==> src/rtl/pbm_pkg.sv <==
// ----------------------------------------------------------------------------
// pbm_pkg
// Shared types, register indexes and mode codes of the pixel blender.
// ----------------------------------------------------------------------------
package pbm_pkg;

    localparam int CH_W = 8;
    localparam int QB   = 8;   // quotient bits of the dodge/burn divide

    typedef enum logic [2:0] {
        MODE_MULTIPLY = 3'd0,
        MODE_SCREEN   = 3'd1,
        MODE_DARKEN   = 3'd2,
        MODE_LIGHTEN  = 3'd3,
        MODE_OVERLAY  = 3'd4,
        MODE_DODGE    = 3'd5,
        MODE_BURN     = 3'd6,
        MODE_UNUSED   = 3'd7
    } mode_t;

    localparam logic [2:0] REG_MODE   = 3'd0;
    localparam logic [2:0] REG_AMOUNT = 3'd1;
    localparam logic [2:0] REG_ORDER  = 3'd2;
    localparam logic [2:0] REG_WRED   = 3'd3;
    localparam logic [2:0] REG_WGREEN = 3'd4;
    localparam logic [2:0] REG_WBLUE  = 3'd5;

    typedef logic [CH_W-1:0] pix_t [3];

    typedef struct packed {
        logic [2:0] mode;
        logic [7:0] amount;
        logic       order;
        logic [7:0] wr;
        logic [7:0] wg;
        logic [7:0] wb;
    } cfg_t;

    // one step of restoring division: remainder and divisor 9 bits
    typedef struct packed {
        logic [8:0] rem;
        logic       bit_q;
    } div_step_t;

    function automatic div_step_t div_step(input logic [8:0] rem, input logic nb,
                                           input logic [8:0] d);
        div_step_t r;
        logic [9:0] t;
        t = {rem, nb};
        if (t >= {1'b0, d})
        begin
            r.rem = 9'(t - {1'b0, d});
            r.bit_q = 1'b1;
        end
        else
        begin
            r.rem = t[8:0];
            r.bit_q = 1'b0;
        end
        return r;
    endfunction

endpackage

==> src/rtl/pbm_luma.sv <==
// ----------------------------------------------------------------------------
// pbm_luma
// Registered weighted luma of one pixel, saturated to 8 bits. Two stages.
// ----------------------------------------------------------------------------
module pbm_luma
    import pbm_pkg::*;
(
    input  logic       clk,
    input  logic       en,
    input  logic       order,
    input  logic [7:0] wr,
    input  logic [7:0] wg,
    input  logic [7:0] wb,
    input  logic [7:0] c0,
    input  logic [7:0] c1,
    input  logic [7:0] c2,
    output logic [7:0] luma
);

    logic [15:0] pr_reg, pg_reg, pb_reg;
    logic [7:0]  luma_reg;
    logic [17:0] sum;

    always_ff @(posedge clk)
    begin
        if (en)
        begin
            pr_reg <= wr * (order ? c2 : c0);
            pg_reg <= wg * c1;
            pb_reg <= wb * (order ? c0 : c2);
            luma_reg <= (sum[17:16] != 2'd0) ? 8'hff : sum[15:8];
        end
    end

    assign sum  = 18'(pr_reg) + 18'(pg_reg) + 18'(pb_reg);
    assign luma = luma_reg;

endmodule

==> src/rtl/pbm_divider.sv <==
// ----------------------------------------------------------------------------
// pbm_divider
// Pipelined restoring divide of (n << 8) / d; sat flags a quotient above 255.
// Two quotient bits per stage, four stages after an overflow check.
// ----------------------------------------------------------------------------
module pbm_divider
    import pbm_pkg::*;
(
    input  logic       clk,
    input  logic       en,
    input  logic [7:0] num,
    input  logic [7:0] den,
    output logic       sat,    // quotient above 255
    output logic [7:0] quo
);

    localparam int NS = QB / 2;

    logic [8:0] rem_reg [NS+1];
    logic [8:0] d_reg   [NS+1];
    logic [7:0] q_reg   [NS+1];
    logic       sat_reg [NS+1];

    // (n<<8)/d > 255 exactly when n >= d; then quotient bits are not needed
    always_ff @(posedge clk)
    begin
        if (en)
        begin
            rem_reg[0] <= {1'b0, num};
            d_reg[0]   <= {1'b0, den};
            q_reg[0]   <= 8'd0;
            sat_reg[0] <= (num >= den);
        end
    end

    for (genvar s = 0; s < NS; s++)
    begin : g_stage
        div_step_t s1, s2;
        always_comb
        begin
            s1 = div_step(rem_reg[s], 1'b0, d_reg[s]);
            s2 = div_step(s1.rem, 1'b0, d_reg[s]);
        end
        always_ff @(posedge clk)
        begin
            if (en)
            begin
                rem_reg[s+1] <= s2.rem;
                d_reg[s+1]   <= d_reg[s];
                q_reg[s+1]   <= {q_reg[s][5:0], s1.bit_q, s2.bit_q};
                sat_reg[s+1] <= sat_reg[s];
            end
        end
    end

    assign sat = sat_reg[NS];
    assign quo = q_reg[NS];

endmodule

==> src/rtl/pbm_core.sv <==
// ----------------------------------------------------------------------------
// pbm_core
// Blend datapath: effect per channel, luma pick, crossfade. Fixed latency.
// ----------------------------------------------------------------------------
module pbm_core
    import pbm_pkg::*;
(
    input  logic       clk,
    input  logic       en,
    input  cfg_t       cfg,
    input  logic [7:0] a_in [3],
    input  logic [7:0] b_in [3],
    output logic [7:0] y    [3]
);

    // Stages: S0 capture, S1..S5 divider/luma wait, S6 select, S7 mix, S8 shift
    localparam int DL = 6;   // delay of a/b to select stage

    logic [7:0] a_d_reg [DL][3];
    logic [7:0] b_d_reg [DL][3];
    logic [7:0] mul_d_reg [DL-1][3];
    logic [7:0] scr_d_reg [DL-1][3];
    logic [7:0] la, lb;
    logic [7:0] la_d_reg [3], lb_d_reg [3];
    logic       dsat [3], bsat [3];
    logic [7:0] dq [3], bq [3];
    logic       b255_reg [DL-1][3], b0_reg [DL-1][3];
    logic [7:0] p_reg [3];
    logic [7:0] a7_reg [3], b7_reg [3];
    logic [16:0] m1_reg [3], m2_reg [3];
    logic [7:0] y_reg [3];
    logic [7:0] w1, w2;

    always_ff @(posedge clk)
    begin
        if (en)
        begin
            for (int c = 0; c < 3; c++)
            begin
                a_d_reg[0][c] <= a_in[c];
                b_d_reg[0][c] <= b_in[c];
                for (int k = 0; k < DL-1; k++)
                begin
                    a_d_reg[k+1][c] <= a_d_reg[k][c];
                    b_d_reg[k+1][c] <= b_d_reg[k][c];
                end
                mul_d_reg[0][c] <= 8'((16'(a_d_reg[0][c]) * 16'(b_d_reg[0][c])) >> 8);
                scr_d_reg[0][c] <= 8'd255 - 8'(({8'd0, ~a_d_reg[0][c]} *
                                                 {8'd0, ~b_d_reg[0][c]}) >> 8);
                b255_reg[0][c] <= (b_d_reg[0][c] == 8'hff);
                b0_reg[0][c]   <= (b_d_reg[0][c] == 8'h00);
                for (int k = 1; k < DL-1; k++)
                begin
                    mul_d_reg[k][c] <= mul_d_reg[k-1][c];
                    scr_d_reg[k][c] <= scr_d_reg[k-1][c];
                    b255_reg[k][c]  <= b255_reg[k-1][c];
                    b0_reg[k][c]    <= b0_reg[k-1][c];
                end
            end
            // luma is registered at stage 2 in pbm_luma; hold to align with select stage
            la_d_reg[0] <= la;  lb_d_reg[0] <= lb;
            la_d_reg[1] <= la_d_reg[0]; lb_d_reg[1] <= lb_d_reg[0];
            la_d_reg[2] <= la_d_reg[1]; lb_d_reg[2] <= lb_d_reg[1];
        end
    end

    pbm_luma u_la (.clk, .en, .order(cfg.order), .wr(cfg.wr), .wg(cfg.wg), .wb(cfg.wb),
                   .c0(a_d_reg[0][0]), .c1(a_d_reg[0][1]), .c2(a_d_reg[0][2]), .luma(la));
    pbm_luma u_lb (.clk, .en, .order(cfg.order), .wr(cfg.wr), .wg(cfg.wg), .wb(cfg.wb),
                   .c0(b_d_reg[0][0]), .c1(b_d_reg[0][1]), .c2(b_d_reg[0][2]), .luma(lb));

    for (genvar c = 0; c < 3; c++)
    begin : g_div
        pbm_divider u_dodge (.clk, .en, .num(a_d_reg[0][c]), .den(~b_d_reg[0][c]),
                             .sat(dsat[c]), .quo(dq[c]));
        pbm_divider u_burn  (.clk, .en, .num(~a_d_reg[0][c]), .den(b_d_reg[0][c]),
                             .sat(bsat[c]), .quo(bq[c]));
    end

    // select stage: inputs in a_d_reg[DL-1] (aligned with divider outputs)
    always_ff @(posedge clk)
    begin
        if (en)
        begin
            for (int c = 0; c < 3; c++)
            begin
                unique case (mode_t'(cfg.mode))
                    MODE_MULTIPLY: p_reg[c] <= mul_d_reg[DL-2][c];
                    MODE_SCREEN:   p_reg[c] <= scr_d_reg[DL-2][c];
                    MODE_DARKEN:   p_reg[c] <= (la_d_reg[2] <= lb_d_reg[2])
                                               ? a_d_reg[DL-1][c] : b_d_reg[DL-1][c];
                    MODE_LIGHTEN:  p_reg[c] <= (la_d_reg[2] >= lb_d_reg[2])
                                               ? a_d_reg[DL-1][c] : b_d_reg[DL-1][c];
                    MODE_OVERLAY:  p_reg[c] <= la_d_reg[2][7] ? scr_d_reg[DL-2][c]
                                                              : mul_d_reg[DL-2][c];
                    MODE_DODGE:    p_reg[c] <= (b255_reg[DL-2][c] || dsat[c]) ? 8'hff
                                                                              : dq[c];
                    MODE_BURN:     p_reg[c] <= (b0_reg[DL-2][c] || bsat[c]) ? 8'h00
                                                                            : 8'hff - bq[c];
                    MODE_UNUSED:   p_reg[c] <= a_d_reg[DL-1][c];
                    default:       p_reg[c] <= a_d_reg[DL-1][c];
                endcase
                a7_reg[c] <= a_d_reg[DL-1][c];
                b7_reg[c] <= b_d_reg[DL-1][c];
            end
        end
    end

    assign w1 = cfg.amount[7] ? {~cfg.amount[6:0], 1'b0} : {cfg.amount[6:0], 1'b0};
    assign w2 = cfg.amount[7] ? {cfg.amount[6:0], 1'b0} : ~{cfg.amount[6:0], 1'b0};

    always_ff @(posedge clk)
    begin
        if (en)
        begin
            for (int c = 0; c < 3; c++)
            begin
                m1_reg[c] <= 17'(w1 * p_reg[c]);
                m2_reg[c] <= 17'(w2 * (cfg.amount[7] ? b7_reg[c] : a7_reg[c]));
                y_reg[c]  <= 8'((m1_reg[c] + m2_reg[c]) >> 8);
            end
        end
    end

    assign y = y_reg;

endmodule

==> src/rtl/pixel_blend_modes.sv <==
// ----------------------------------------------------------------------------
// pixel_blend_modes
// Seven-mode pixel blender with crossfade, streaming in and out.
// ----------------------------------------------------------------------------
// One pixel pair enters per clock unless the output stalls; its result
// passes nine register stages. The latency is set by the dodge/burn
// divider (two quotient bits per stage) that every item passes through.
// The pipeline advances while its output register is empty or drained,
// so a downstream stall freezes it with nothing lost. The user must write
// configuration only while the pipeline is empty; nothing enforces it.
module pixel_blend_modes
    import pbm_pkg::*;
(
    input  logic        clk,
    input  logic        rst_n,
    input  logic        s_axis_tvalid,
    output logic        s_axis_tready,
    input  logic [47:0] s_axis_tdata,  // first_ch0..2, second_ch0..2
    output logic        m_axis_tvalid,
    input  logic        m_axis_tready,
    output logic [23:0] m_axis_tdata,  // out_ch0..2
    input  logic        cfg_valid,
    output logic        cfg_ready,
    input  logic [2:0]  cfg_index,
    input  logic [7:0]  cfg_data
);

    localparam int LAT = 9;

    cfg_t       cfg_reg;
    logic [LAT-1:0] vld_reg;
    logic       en;
    logic [7:0] a [3], b [3], y [3];

    assign cfg_ready = 1'b1;

    always_ff @(posedge clk or negedge rst_n)
    begin
        if (!rst_n)
        begin
            cfg_reg <= '{mode: MODE_MULTIPLY, amount: 8'd128, order: 1'b0,
                         wr: 8'd77, wg: 8'd150, wb: 8'd29};
        end
        else if (cfg_valid)
        begin
            unique case (cfg_index)
                REG_MODE:   cfg_reg.mode   <= cfg_data[2:0];
                REG_AMOUNT: cfg_reg.amount <= cfg_data;
                REG_ORDER:  cfg_reg.order  <= cfg_data[0];
                REG_WRED:   cfg_reg.wr     <= cfg_data;
                REG_WGREEN: cfg_reg.wg     <= cfg_data;
                REG_WBLUE:  cfg_reg.wb     <= cfg_data;
                default: ;
            endcase
        end
    end

    assign en = !vld_reg[LAT-1] || m_axis_tready;
    assign s_axis_tready = en;

    always_ff @(posedge clk or negedge rst_n)
    begin
        if (!rst_n)
            vld_reg <= '0;
        else if (en)
            vld_reg <= {vld_reg[LAT-2:0], s_axis_tvalid};
    end

    for (genvar c = 0; c < 3; c++)
    begin : g_ch
        assign a[c] = s_axis_tdata[8*c +: 8];
        assign b[c] = s_axis_tdata[24 + 8*c +: 8];
        assign m_axis_tdata[8*c +: 8] = y[c];
    end

    pbm_core u_core (.clk, .en, .cfg(cfg_reg), .a_in(a), .b_in(b), .y(y));

    assign m_axis_tvalid = vld_reg[LAT-1];

    a_hold: assert property (@(posedge clk) disable iff (!rst_n)
        m_axis_tvalid && !m_axis_tready |=> m_axis_tvalid && $stable(m_axis_tdata))
        else $error("output changed under stall");
    a_ready: assert property (@(posedge clk) disable iff (!rst_n)
        !m_axis_tvalid |-> s_axis_tready)
        else $error("stalled with empty output");
    a_adv: assert property (@(posedge clk) disable iff (!rst_n)
        s_axis_tvalid && s_axis_tready |=> vld_reg[0])
        else $error("accepted transaction not tracked");

endmodule
==> config.mk <==
export PLATFORM = sky130hd
export DESIGN_NAME = pixel_blend_modes
export DESIGN_NICKNAME = d
export VERILOG_FILES = /design/src/rtl/pbm_pkg.sv /design/src/rtl/pbm_luma.sv /design/src/rtl/pbm_divider.sv /design/src/rtl/pbm_core.sv /design/src/rtl/pixel_blend_modes.sv
export SDC_FILE = /design/constraint.sdc
export NUM_CORES = 2
export LEC_CHECK = 0
export BUFFER_PORTS_ARGS = -buffer_cell sky130_fd_sc_hd__buf_2
export CORE_ASPECT_RATIO = 2
export CORE_MARGIN = 2
export CORE_UTILIZATION = 65
export CTS_BUF_LIST = sky130_fd_sc_hd__clkbuf_2
export CTS_CLUSTER_SIZE = 25
export DETAILED_ROUTE_END_ITERATION = 6
export HOLD_SLACK_MARGIN = 0.12
export PLACE_DENSITY_LB_ADDON = 0.12
export SYNTH_ARGS = -nofsm -noshare
export SYNTH_HDL_FRONTEND = slang
export SYNTH_SLANG_ARGS = --single-unit
==> constraint.sdc <==
create_clock -name clk -period 88.2 [get_ports clk]
set_clock_uncertainty 0.2 [all_clocks]
set_input_delay 13.23 -clock clk [delete_from_list [all_inputs] [get_ports clk]]
set_output_delay 13.23 -clock clk [all_outputs]
set_load 0.02 [all_outputs]
==> results_dict.tcl <==
set metrics [dict create \
    grt_usage_pct 27.6 \
    utilization_pct 69.0 \
    largest_register_ffs 144 \
    routed_wirelength_mm 216 \
    dp_cells 11100 \
    cts_tree "built" \
    netlist_area_sq_um 101000 \
    finalSetupViolCount 0 \
    hold_viol_final 0 \
    use_met1_pct 35.7 \
    synth_seq_cells 1381 \
    crit_arrival_ns 13.90 \
    grt-ovfl-total 0 \
    dieHeight_um 563 \
    synth_edf_count 1336 \
    netlist_top_cells_area "edfxtp_1, ha_1, fa_1" \
    synthArstFlopShare_pct 3.26 \
    initial_core_util_pct 65.3 \
    reg2reg_setup_slack_ns 81.16 \
    cap_violations 0 \
    clk_latency_ns 1.53 \
    synth_top_area_cell "edfxtp_1" \
    drive_above_1_share_pct 10.1 \
    dieArea_sq_um 159000 \
    synth_fp_nets 10900 \
    start_kind "primary input" \
    clock-root-buffer "clkbuf_2" \
    timing.final.ws_setup_ns 60.87 \
    dieWidth_um 283 \
    gp_congestion 0.911 \
    timing.fmax_ghz 0.0366 \
    clk_pin_slew_ns 0.12 \
    num_rows 205 \
    path_buf_inv 2 \
    via_per_inst 5.70 \
    gr-usage-met3_pct 3.43 \
    synth.distinct_cells 93 \
    grt_start_max_net_pins 207 \
    final_cell_count_no_fill 11700 \
    dp_hpwl_mm 164 \
    crit_slowest_cell "nand2b_4" \
    grt_pass1_vias 68100 \
    min_period_over_period_pct 31.0 \
    worst_path_most_repeated_cell "buf_2" \
    worstMarginPinSlew_ns 1.17 \
    seq_area_frac_synth_pct 40.7 \
    drc 0 \
    synth_top_area_share_pct 39.5 \
    criticalPathCategory "primary input to output port" \
    rsz0062_at_grt "false" \
    cts_sinks 1381 \
    post_cts_resized 0 \
    cts_max_level 5 \
    routedWlPerCell_um 18.5 \
    pre_cts_ws_ns 60.85 \
    max-clock-path-buffers 4 \
    relSlewSlack_pct 21.6 \
    hold_class "flop to flop" \
    synth_flop_cell "edfxtp_1" \
    grt_use_met2_pct 46.7 \
    slowest_delay_ns 0.31 \
    port_buffers 89 \
    yosysWarnings 0 \
    num_io_pins 91 \
    firstDrtPassIters 5 \
    slew_viol_final 0 \
    cts_hold_buf 0 \
    ant_nets 0 \
    antenna_found_initial 9 \
    period_minus_slack_ns 27.33 \
    grt_first_pass_wirelength_mm 350 \
    cp.required_ns 74.77 \
    grt_busiest_layer "met2" \
    avgSynthCellArea_sq_um 11.2 \
    cts_setup_buffers 0 \
    drt_iter0_markers 4196 \
    cts_buffers 306 \
    crit_chain "buf_2 -> nand2b_4 -> buf_2" \
    worstPathMaxFanout 6 \
    final_nets 11200 \
    core_sq_um 155000 \
    synth_common_cells "edfxtp_1, inv_1, ha_1, nor2_1, fa_1" \
    routed-via-count 66500 \
    syn2layout_area_growth_pct 5.77 \
    cp_top_family "buffers and inverters" \
    synthCells 9091 \
    yosysMostFrequentCell "edfxtp_1" \
    outcome "complete, no violations" \
    crit_path_end_kind "output port" \
    setup-tns-final_ns 0 \
]
## worst paths after layout
kind | startpoint | depth (start not counted) | endpoint
min in group asynchronous | rst_n | 1 | vld_reg[3]
max | m_axis_tready | 3 | s_axis_tready
min reg2reg | u_core.mul_d_reg[2][4] | 0 | u_core.mul_d_reg[3][4]
max in group asynchronous | rst_n | 1 | cfg_reg[24]
min | u_core.mul_d_reg[2][4] | 0 | u_core.mul_d_reg[3][4]
max reg2reg | cfg_reg[32] | 17 | u_core.m2_reg[0][15]
## metal layers
layer  wire length [um]  vias to the layer above  share of wire [%]
met5                 37                        -              0.017
met4               9760                        6                4.5
met3              10900                      471                5.1
met2             105000                     1705                 48
met1              90800                    32300                 42
li1                   -                    32000                  -
## final cells by class
cell class                      instances  area [sq um]
Multi-Input combinational cell       6270         54900
Sequential cell                      1381         41300
Antenna cell                           10          25.0
Inverter                             1249          4690
Clock buffer                          402          2010
Clock inverter                        116           732
Timing Repair Buffer                  168          1080
Tap cell                             2070          2590
Fill cell                           11800         48100
## logic make-up (layout without fill, tap and decap cells)
kind of cell	after synthesis	count (layout)	share of synthesized area, %
multiplexers	266	266	2.88
buffers and inverters	1440	1935	5.35
AO/OA/AOI/OAI	1370	1370	8.56
adder cells (fa/ha/maj)	1784	1784	27.0
XOR/XNOR	431	431	3.72
AND/OR/NAND/NOR	2418	2418	11.8
other	1	11	0.00370
flip-flops	1381	1381	40.7
## worst register-to-register path, stage by stage (launching register included)
cell       delay [ns]
dfstp_4          1.16
xor2_4           0.33
buf_4            0.54
nor2_1           0.22
fa_1             0.54
fa_1             0.52
fa_1             0.54
inv_1            0.05
fa_1             0.54
inv_1            0.04
ha_1             0.32
or2_2            0.32
a21oi_1          0.14
a21oi_1          0.07
and4_1           0.22
a2111oi_0        0.69
a21oi_1          0.18
xnor2_1          0.19
## placed cells by master (no fill, tap or decap), types with 112 or more instances in the layout
master and instances:
edfxtp_1 1336, inv_1 1218, ha_1 1106, nor2_1 781, fa_1 678, nand2_1 434, clkbuf_2 402, a21oi_1 398
and2_1 344, o21ai_0 331, xnor2_1 292, nor2b_1 239, mux2_2 197, xor2_1 132, nand2b_1 115, a21o_1 112
## metrics by stage
| step | hold slack, ns | cell area (sq um) |
|---|---|---|
| 2_1_floorplan | 0.200 | 101000 |
| 3_3_place_gp | 0.201 | 105000 |
| 3_5_place_dp | 0.205 | 105000 |
| 4_1_cts | 0.124 | 107000 |
| 5_1_grt | 0.132 | 107000 |
| 6_report | 0.140 | 107000 |
Power is not shown: default switching activity piles up to over one toggle a cycle in this logic, so the estimate is an artifact.
